File: src/design/nbag_ram.sv
`default_nettype none
module nbag_ram #(
    parameter int unsigned WIDTH = 8,
    parameter int unsigned DEPTH = 8
) (
    input  wire                                          i_clk,
    input  wire                                          i_we,
    input  wire  [((DEPTH > 1) ? $clog2(DEPTH) : 1)-1:0] i_waddr,
    input  wire  [WIDTH-1:0]                             i_wdata,
    input  wire  [((DEPTH > 1) ? $clog2(DEPTH) : 1)-1:0] i_raddr,
    output logic [WIDTH-1:0]                             o_rdata
);
    logic [WIDTH-1:0] r_mem [DEPTH];

    always_ff @(posedge i_clk) begin
        if (i_we) begin
            r_mem[i_waddr] <= i_wdata;
        end
        o_rdata <= r_mem[i_raddr];
    end
endmodule
`default_nettype wire

File: config.mk
export PLATFORM = sky130hd
export DESIGN_NAME = nbag_ram
export DESIGN_NICKNAME = d
export VERILOG_FILES = /design/src/design/nbag_ram.sv
export SDC_FILE = /design/constraint.sdc
export NUM_CORES = 1
export LEC_CHECK = 0
export BUFFER_PORTS_ARGS = -buffer_cell sky130_fd_sc_hd__buf_2
export CAP_MARGIN = 20
export CORE_ASPECT_RATIO = 1.1
export CORE_UTILIZATION = 44
export CTS_BUF_LIST = sky130_fd_sc_hd__clkbuf_16
export CTS_CLUSTER_DIAMETER = 40
export DETAILED_ROUTE_END_ITERATION = 8
export GPL_ROUTABILITY_DRIVEN = 0
export MAX_ROUTING_LAYER = met4
export PLACE_DENSITY_LB_ADDON = 0.05
export RECOVER_POWER = 100
export REMOVE_ABC_BUFFERS = 1
export SYNTH_ARGS = -nofsm -noshare
export SYNTH_HDL_FRONTEND = slang
export SYNTH_SLANG_ARGS = --single-unit
File: constraint.sdc
create_clock -name i_clk -period 4.5 [get_ports i_clk]
set_clock_uncertainty 0.05 [all_clocks]
set_input_delay 0.675 -clock i_clk [delete_from_list [all_inputs] [get_ports i_clk]]
set_output_delay 0.675 -clock i_clk [all_outputs]
set_load 0.01 [all_outputs]
Yosys cells after proc, flatten, opt, wreduce, memory -nomap -nowiden
Memories as Yosys holds them, arrays and structs flattened. A register that Yosys moved wholly into a read port is not among the register bits.
Cells that the tools add are included.
- muxes and demuxes: 2
- operators with widths (operator ; count):
    $mux 1 ; 2
- register bits after elaboration: 0
- bits in writable memories: 64
- output and inout bits: 8
- logic and storage cells: 3
- memories: 1
- memories (memory ; words ; bits a word ; read ports ; clocked after memory_dff ; wr ports ; line ; RTL):
    r_mem ; 8 ; 8 ; 1 ; 1 ; 1 ; 13 ; logic [WIDTH-1:0] r_mem [DEPTH];

Depth between registers and ports, before layout
- depth after elaboration: 2
- depth in mapped cells: 4

Least setup slack after synthesis
No wires, ideal clock.
- kind: input port to flip-flop
- start: in i_waddr[2] (netlist name)
- end: mem r_mem[0][0], enable pin
- arrival: 1452 ps
- data required time: 4067 ps
- setup slack: 2614 ps
- stages on the path: 2
- buffers on the path: 0
- cells stage by stage: nand2b_1 nor3_1
- RTL lines (element ; line ; RTL):
    from (decl) ; 8 ; input wire [((DEPTH > 1) ? $clog2(DEPTH) : 1)-1:0] i_waddr,
    to (decl) ; 13 ;
Straight into the memory's write port.

==> flow_metrics.tcl <==
set metrics [dict create \
    cts_resized 0 \
    reg2reg_to "o_rdata[0]$_DFF_P_" \
    slew_viol_final 0 \
    crit_start "i_raddr[0]" \
    die_y_um 84.0 \
    htreeDepth 3 \
    end_kind "flop" \
    layout-drive-gt1-share_pct 19.3 \
    area_growth_pct 18.2 \
    fp.coreArea_um2 5840 \
    slew-limit-headroom_pct 23.1 \
    clockBufferDepth 2 \
    cp_data_required_time_ns 4.66 \
    leakagePower_uw 0.00108 \
    fin_tns_setup_ns 0 \
    yosys.area.top_type "edfxtp_1" \
    drtAntennaViolNets 0 \
    antenna_found_initial 0 \
    postCtsSetupBuffers 0 \
    overflow 0 \
    crit_fanout 16 \
    vias 1204 \
    synth_top_flop_cell "edfxtp_1" \
    cts_buffers 9 \
    worstSetupPathType "in -> reg" \
    grt_max_degree 17 \
    grt_pass1_wl_um 7380 \
    crit_chain "clkbuf_1 > mux4_1 > mux2_2" \
    synth.distinct_cells 14 \
    drv_cap 0 \
    routed_wl_um 4690 \
    tightest_slew_ns 1.15 \
    grt_usage_pct 17.4 \
    startpoint_type "input port" \
    setup_viol_count_final 0 \
    dp_hpwl_um 2860 \
    peakVddDrop_mv 0.283 \
    r2r_start "r_mem[1][0]$_DFFE_PP_" \
    synth_most_common_cell "edfxtp_1" \
    synth_top_area_share_pct 71.4 \
    wire_per_inst_um 20.6 \
    min_path_type "reg -> reg" \
    fmax_mhz 433 \
    cp_top_family "multiplexers" \
    initial_core_util_pct 46.1 \
    power_per_cell_area_nw_per_um2 508 \
    critical_path_buf_inv_count 1 \
    port_buffers 23 \
    row_count 29 \
    worstSetupEndpoint "o_rdata[6]$_DFF_P_" \
    cts_root_buf "clkbuf_16" \
    dr.first_iter.drc_count 98 \
    critical_path.max_stage_delay_ns 0.83 \
    tritoncts "built" \
    rr_worst_depth 2 \
    final_nets 161 \
    synth-edff-count 64 \
    viasPerCell 5.30 \
    ctsHoldBuffers 0 \
    worstSetupPathDepth 3 \
    hold_viol 0 \
    firstDrtPassIters 4 \
    ys_ff_latch 72 \
    ys_warn_count 0 \
    power_uw 1620 \
    slowest_stage "clkbuf_1" \
    cts.sinks 72 \
    syn_area_um2 2690 \
    ys_top_cells_by_count "64 x edfxtp_1, 15 x mux4_1, 8 x dfxtp_1, 8 x mux2_2, 6 x nor2_1" \
    ff2ff_setup_slack_ns 3.17 \
    fin_crit_ns 2.31 \
    avgSynthCellArea_um2 23.6 \
    ioPinCount 24 \
    synthCells 114 \
    synth.area.top_cells "edfxtp_1 71%, mux4_1 15%, dfxtp_1 6.0%" \
    outcome "finished clean" \
    drt_drc_violations_left 0 \
    clock_latency_ns 0.33 \
    fp.dieW_um 76.6 \
    finalCritPeriodShare_pct 51.3 \
    seq_area_frac_synth_pct 77.4 \
    rsz0062_at_grt "no" \
    n_fill_cell 477 \
    async_flop_share_pct 0 \
    clkTransAtPathRegs_ns 0.05 \
    insertedDiodeCount 0 \
    worstPathArrival_ns 2.47 \
    first_global_vias 1294 \
    dieArea_um2 6430 \
]
## layout by cell type (no fill, tap or decap), drive strengths merged
master and count:
clkinv 2, nor2 6, mux2 8, bufinv 3
dfxtp 8, clkbuf 29, mux4 16, clkinvlp 1
inv 1, nand2b 3, edfxtp 64, buf 5
nand2 2, nor3 2
## where the power goes
group	switching (uW)	leakage, uW	total [uW]	internal, uW
Sequential	5.94	0.000649	762	756
Combinational	37.7	0.000260	68.3	30.6
Clock	250	0.000167	787	537
## state kept, by name, summed over array words and instances (netlist names)
name and flops:
r_mem 64, o_rdata 8
## metrics by stage
step,cells,utilization (%),setup WS [ns],cell area (um^2),hold slack [ns]
after floorplan,109,-,2.61,2650,0.591
after global placement,210,49.1,2.19,2870,0.604
after detailed placement,211,49.2,2.26,2870,0.618
after CTS,227,55.0,2.60,3210,0.555
after global routing,227,54.4,2.06,3180,0.639
final,227,54.4,2.19,3180,0.622
## metal layers
layer	wire length (um)	track usage (%)
met5	0	-
met3	102	3.06
met1	2020	20.3
met2	2440	27.7
met4	127	11.5
## worst reg2reg max path, delay by kind of cell, from the launching register on
kind	cells	cell delay (ns)
multiplexers	2	0.81
flip-flops	1	0.37
## cell type report
class / count / area (um^2) / area share, %
clock buffer: 9 / 225 / 7.08
clock inverter: 7 / 111 / 3.50
multi-input combinational: 37 / 566 / 17.8
sequential: 72 / 2080 / 65.5
tap: 77 / 96.3 / 3.03
timing repair buffer: 25 / 100 / 3.15
## kinds of logic (layout without fill, tap and decap cells)
family | Yosys count | after routing | synth area share, %
flip-flops | 72 | 72 | 77.4
AND/OR/NAND/NOR | 13 | 13 | 2.19
multiplexers | 24 | 24 | 18.8
buffers and inverters | 5 | 41 | 1.63
## how the worst min path moves through the flow
stage,from,end,slack (ns),cells past startpoint
6_report,r_mem[5][1]$_DFFE_PP_,o_rdata[1]$_DFF_P_,0.62,2
5_1_grt,r_mem[5][1]$_DFFE_PP_,o_rdata[1]$_DFF_P_,0.64,2
4_1_cts,i_wdata[5],r_mem[3][5]$_DFFE_PP_,0.55,1
3_5_place_dp,r_mem[5][1]$_DFFE_PP_,o_rdata[1]$_DFF_P_,0.62,2
3_3_place_gp,r_mem[2][4]$_DFFE_PP_,o_rdata[4]$_DFF_P_,0.60,2
2_1_floorplan,r_mem[7][1]$_DFFE_PP_,o_rdata[1]$_DFF_P_,0.59,2
No activity file was read; power rests on OpenSTA's default activity.
