**src/design/nbag_pkg.sv**
```systemverilog
`default_nettype none
package nbag_pkg;
    localparam int unsigned EXT_W = 32;
    localparam int unsigned STR_W = 40;
    localparam int unsigned LIN_W = 48;
    localparam int unsigned OUT_W = 48;
    localparam int unsigned RANK_W = 4;
    localparam int unsigned OP_W = 2;
    localparam int unsigned DIM_W = 3;
    localparam logic [OP_W-1:0] OP_LOAD = 2'd0;
    localparam logic [OP_W-1:0] OP_SEEK = 2'd1;
    localparam logic [OP_W-1:0] OP_STEP = 2'd2;
    localparam int unsigned ENT_W = EXT_W + 2 * STR_W;

    typedef struct packed {
        logic             start;
        logic [LIN_W-1:0] dividend;
        logic [EXT_W-1:0] divisor;
    } t_div_req;

    typedef struct packed {
        logic             done;
        logic [LIN_W-1:0] quotient;
        logic [EXT_W-1:0] remainder;
    } t_div_rsp;
endpackage
`default_nettype wire

```
**src/design/nbag_div.sv**
```systemverilog
`default_nettype none
module nbag_div
    import nbag_pkg::*;
(
    input  wire       i_clk,
    input  wire       i_rst_n,
    input  t_div_req  i_req,
    output t_div_rsp  o_rsp
);
    // restoring divider, one quotient bit per cycle
    localparam int unsigned CW = $clog2(LIN_W + 1);
    logic [LIN_W-1:0] r_q;
    logic [EXT_W:0]   r_r;
    logic [EXT_W-1:0] r_d;
    logic [CW-1:0]    r_cnt;
    logic             r_busy;
    logic             r_done;
    logic [EXT_W:0]   n_sh;
    logic [EXT_W:0]   n_sub;

    always_comb begin
        n_sh  = {r_r[EXT_W-1:0], r_q[LIN_W-1]};
        n_sub = n_sh - {1'b0, r_d};
    end

    always_ff @(posedge i_clk) begin
        if (!i_rst_n) begin
            r_busy <= 1'b0;
            r_done <= 1'b0;
            r_cnt  <= '0;
        end else begin
            r_done <= 1'b0;
            if (i_req.start) begin
                r_busy <= 1'b1;
                r_cnt  <= CW'(LIN_W);
            end else if (r_busy) begin
                r_cnt <= r_cnt - 1'b1;
                if (r_cnt == CW'(1)) begin
                    r_busy <= 1'b0;
                    r_done <= 1'b1;
                end
            end
        end
    end

    always_ff @(posedge i_clk) begin
        if (i_req.start) begin
            r_q <= i_req.dividend;
            r_r <= '0;
            r_d <= i_req.divisor;
        end else if (r_busy) begin
            if (!n_sub[EXT_W]) begin
                r_r <= n_sub;
                r_q <= {r_q[LIN_W-2:0], 1'b1};
            end else begin
                r_r <= n_sh;
                r_q <= {r_q[LIN_W-2:0], 1'b0};
            end
        end
    end

    assign o_rsp.done      = r_done;
    assign o_rsp.quotient  = r_q;
    assign o_rsp.remainder = r_r[EXT_W-1:0];
endmodule
`default_nettype wire

```
**config.mk**
```make
export PLATFORM = sky130hd
export DESIGN_NAME = nbag_div
export DESIGN_NICKNAME = d
export VERILOG_FILES = /design/src/design/nbag_pkg.sv /design/src/design/nbag_div.sv
export SDC_FILE = /design/constraint.sdc
export NUM_CORES = 1
export LEC_CHECK = 0
export BUFFER_PORTS_ARGS = -buffer_cell sky130_fd_sc_hd__buf_2
export CORE_MARGIN = 3
export CORE_UTILIZATION = 50
export CTS_BUF_LIST = sky130_fd_sc_hd__clkbuf_16
export DETAILED_ROUTE_END_ITERATION = 7
export MAX_ROUTING_LAYER = met4
export PLACE_DENSITY_LB_ADDON = 0.05
export SLEW_MARGIN = 0
export SYNTH_ARGS = -nofsm -noshare
export SYNTH_HDL_FRONTEND = slang
export SYNTH_SLANG_ARGS = --single-unit
```
**constraint.sdc**
```tcl
create_clock -name i_clk -period 7.5 [get_ports i_clk]
set_clock_uncertainty 0.2 [all_clocks]
set_input_delay 1.5 -clock i_clk [delete_from_list [all_inputs] [get_ports i_clk]]
set_output_delay 1.5 -clock i_clk [all_outputs]
set_load 0.05 [all_outputs]
```
== Yosys cells after proc, flatten, opt, wreduce, memory -nomap -nowiden ==
Index checks and enable logic that the tools add are counted.
Storage, ports and cells
  latch bits: 0
  logic and storage cells: 25
  memories: 0
  output and inout bits: 81
  bits in read-only memories: 0
  memory bits (writable): 0
  input bits: 83
  bits in registers: 120
Operators by class
  multiplexer cells: 10
  multipliers: 0
  div/mod/pow operators: 0
  equality and inequality tests: 1
  shifts and indexed selects: 0
  bitwise gates (word level): 2
  $add $sub $neg: 2
  $lt $le $gt $ge: 0
  reduce and logical (&&, ||, !) cells: 3
Operator list (count)
  $mux 48: 2
  $sub 33x32->33: 1
  $mux 32: 1
  $mux 6: 2
  $eq 6x1->1 const B: 1
  $sub 6x1->6 const B: 1
  $mux 1: 5
  $reduce_or 3->1: 1
  $not 1->1: 2
  $reduce_bool 2->1: 1
  $reduce_or 2->1: 1

== Longest topological paths before layout ==
  depth after elaboration: 4
  gate-level depth with buffers: 13
  depth with buffers taken out: 12

== Worst setup path after synthesis ==
Ideal clock, no wire load.
  kind: input to register
  start: in i_req[80] (netlist name)
  end: reg r_q[0], enable pin
  library setup time: 0.402 ns
  setup slack: 4.048 ns
  arrival time: 2.850 ns
  required time: 6.898 ns
  buffers on the path: 1
  cell stages on the path: 3
  cell sequence: clkbuf_1 nor2_1 inv_1
On the way
  longest elaborated chain between the ends: 1
RTL lines
  from (decl): line nbag_div.sv:7  | input t_div_req i_req,
  $reduce_bool 2->1 (no source line)
  to (signal assigned): line nbag_div.sv:48  | r_q <= i_req.dividend;
  to (signal assigned): line nbag_div.sv:54  | r_q <= {r_q[LIN_W-2:0], 1'b1};
  to (signal assigned): line nbag_div.sv:57  | r_q <= {r_q[LIN_W-2:0], 1'b0};
  to (decl): line nbag_div.sv:12  | logic [LIN_W-1:0] r_q;
Every way passes these cells.
A chain may end at the register's enable or synchronous reset.

== Worst setup path in the final report ==
  start: reg r_q[47]
  end: reg r_r[20]
On the way
  longest elaborated chain between the ends: 2
RTL lines
  $sub 33x32->33: line nbag_div.sv:23  | n_sub = n_sh - {1'b0, r_d};
  $mux 32: line nbag_div.sv:52  | if (!n_sub[EXT_W]) begin
  to (signal assigned): line nbag_div.sv:53  | r_r <= n_sub;
  to (signal assigned): line nbag_div.sv:56  | r_r <= n_sh;
  to (decl): line nbag_div.sv:13  | logic [EXT_W:0] r_r;
Every way passes these cells.

==> results by group <==
Timing
  – Final setup viols: 0
  – Setup_tns: 0 ns
  – Final hold vios: 0
  – Hold_ws: 0.3211 ns
  – Crit path time final: 3.928 ns
  – Tcrit/Tclk final: 0.5237
  – Relative slew margins: 0.3590
  – Worst Tran Pin Value: 0.9601 ns
  – RSZ-0062 raised after global routing: no
  – Peak Freq: 254.6 MHz
  – Max-slew violations: 0

Critical path
  – Crit Path Max Fanout: 18
  – CP startpoint kind: flip-flop
  – Critical Path RT: 7.61 ns
  – Crit Reg-Reg Startpoint: r_q[47]$_DFFE_PP_
  – Critical path capture point type: flip-flop
  – Critical path class: reg -> reg
  – CP startpoint: r_q[47]$_DFFE_PP_
  – Critical path arrival: 4.04 ns

Power
  – Power density over the cells: 264.2 nW/um^2
  – Lkg Pwr: 3.526 nW
  – Switch share: 0.3261
  – Peak VDD IR: 133.6 uV
  – Total power: 0.002150 W
  – Clock power share: 0.347
  – Comb power frac: 0.273
  – P_sw: 0.0007012 W
  – Part of the power in registers: 0.380
  – Cell Int Power: 0.001449 W

Finish
  – P&R area growth vs syn: 22.32%
  – Layout cells sized above 1: 0.3614
  – Final nets: 877
  – Final std cells w/o fill: 945
  – # fillers: 1080

Global routing
  – Met1 Usage GRT: 0.2626
  – GRT Total Usage: 0.2115
  – Global-route wire length before repair: 24080 um
  – Met3 usage: 0.05734
  – Vias in the first global route: 5015
  – GRT met2 Usage: 0.3361
  – GR peak layer: met2
  – Initial antenna violation count: 1
  – Total gr overflow: 0
  – Largest net degree at the start of global routing: 73

Floorplan
  – DIE WIDTH: 121.4 um
  – Starting Density: 0.5188
  – Core outline area: 12820 um^2
  – IO Count: 164
  – Chip height: 121.4 um
  – Row Count: 41
  – Die ar.: 14730 um^2

Logic synthesis
  – Most common cell in the synthesized netlist: edfxtp_1
  – Yosys warning count: 0
  – Post-synth top cells: edfxtp_1, nand2_1, mux2_2
  – Seq/Total Area, Yosys: 0.4814
  – Leading area contributor after synthesis: edfxtp_1
  – Netlist cell types: 62
  – Synth Flop Type: edfxtp_1
  – Post-Syn Area: 6654 um^2
  – Async S/R FF share, synth: 0
  – Top cells by area, synth: edfxtp_1, dfxtp_1, mux2_2
  – Syn Inst Count: 604
  – Post-Syn Nets: 722
  – FF+latch count, synth: 120
  – Syn avg cell area: 11.02 um^2
  – Post-synth EDFFs: 80
  – Area share of the largest cell type after synthesis: 0.3610

CTS
  – Clock sinks: 120
  – Clk Latency, worst-skew pair: 0.41 ns
  – Clk buf depth: 2
  – Clock-pin slew on the worst setup and hold paths: 0.05 ns
  – H-Tree Depth: 4
  – CTS Buf Count: 17
  – CTS Root Cell: clkbuf_16
  – CTS resizes: 0
  – CTS tree: done
  – Postcts setup bufs: 0
  – Post-CTS Hold Fix Bufs: 0

Place
  – Cells after DPL: 912
  – Port Buffer Count: 163
  – GP Congestion: 0.9553
  – Placed wire-length estimate: 10880 um

Worst hold path
  – Hold Crit Class: reg -> reg
  – Hold Crit Start: r_r[23]$_SDFFE_PP0P_

Drt
  – Per-cell routed wire length: 15.98 um
  – 1st-iter DRT viols: 335
  – Detail Route Antenna Nets: 0
  – Via count: 5136
  – Via/cell ratio: 5.435
  – Drt pass-1 iters: 4
  – DRC viols: 0
  – Final WL: 15100 um

Job
  – Max_cap viols: 0

Outcome
  – Run status: complete, no violations
-- critical path, stage by stage (launching register included) --
cell	delay (ns)
edfxtp_1	0.37
inv_1	0.08
ha_1	0.23
fa_1	0.42
nor2b_1	0.17
o2111ai_1	0.20
a31oi_1	0.37
nor2_4	0.09
o211ai_2	0.19
a21oi_2	0.13
xor2_2	0.59
buf_4	0.38
nand2_1	0.11
a311oi_2	0.28
-- final timing paths --
path | end | slack [ns] | cells after the start
setup / recovery | r_r[20]$_SDFFE_PP0P_ | 3.57 | 13
hold / removal | r_r[23]$_SDFFE_PP0P_ | 0.32 | 2
setup reg to reg | r_r[20]$_SDFFE_PP0P_ | 3.57 | 13
hold reg to reg | r_r[23]$_SDFFE_PP0P_ | 0.32 | 2
-- power groups by stage --
stage / Sequential, W / Clock, W / Combinational (W)
after floorplan: 0.000974 / 0 / 0.000305
after global placement: 0.000830 / 0 / 0.000579
after global routing: 0.000825 / 0.000796 / 0.000638
after detailed placement: 0.000831 / 0 / 0.000587
final: 0.000817 / 0.000746 / 0.000587
after CTS: 0.000818 / 0.000760 / 0.000590
-- metrics by stage --
step / instance area, um^2 / util / worst slack, ns
floorplan: 6654 / - / 4.048
global placement: 7591 / 0.5919 / 3.622
detailed placement: 7591 / 0.5919 / 3.555
CTS: 8137 / 0.6344 / 3.542
global route: 8139 / 0.6346 / 3.332
finish: 8139 / 0.6346 / 3.572
-- sequential cells by signal, indices dropped and copies added (netlist names) --
| register | cells |
|---|---|
| r_r | 32 |
| r_done | 1 |
| r_q | 48 |
| r_d | 32 |
| r_busy | 1 |
| r_cnt | 6 |
-- per-layer routing --
metal	vias up	share of wire	wire length [um]
met5	-	0	0
met4	0	0.016	247
met3	20	0.068	1023
met2	173	0.47	7088
met1	2414	0.45	6742
li1	2529	-	-
-- cells by family (layout without fill, tap and decap cells) --
family	after synthesis	in the layout	share of synthesized area
AND/OR/NAND/NOR	148	148	0.09835
flip-flops	120	120	0.4814
adder cells (fa/ha/maj)	35	35	0.06694
AO/OA/AOI/OAI	144	144	0.1764
XOR/XNOR	34	34	0.04588
other	0	1	0
multiplexers	52	52	0.08706
buffers and inverters	71	239	0.04400
-- layout by cell type (no fill, tap or decap), types with 3 or more instances in the layout --
cell type / instances
mux2i_1: 5
nand2_1: 68
a211oi_1: 5
clkinv_1: 5
and2_1: 3
nor2_1: 42
inv_1: 43
o21ai_0: 17
a21oi_1: 33
clkinv_2: 3
a31oi_1: 4
xnor2_1: 25
o21ai_1: 3
a211oi_2: 7
nor2b_1: 3
edfxtp_1: 80
a311oi_2: 17
a21o_1: 15
nand3_1: 10
and3_1: 3
a221o_1: 3
xor2_1: 7
o21a_1: 10
buf_2: 162
or2_2: 3
nand2b_1: 3
buf_4: 4
dfxtp_1: 39
clkbuf_16: 17
ha_1: 34
mux2_2: 47
-- layout make-up --
class | instances | area [um^2] | area share
clock buffer | 17 | 425.4 | 0.05227
antenna | 1 | 2.502 | 0.0003075
multi-input combinational | 413 | 3177 | 0.3903
clock inverter | 15 | 120.1 | 0.01476
inverter | 41 | 153.9 | 0.01891
sequential | 120 | 3204 | 0.3937
timing repair buffer | 166 | 840.8 | 0.1033
tap | 172 | 215.2 | 0.02644
(Power assumes the default switching activity.)
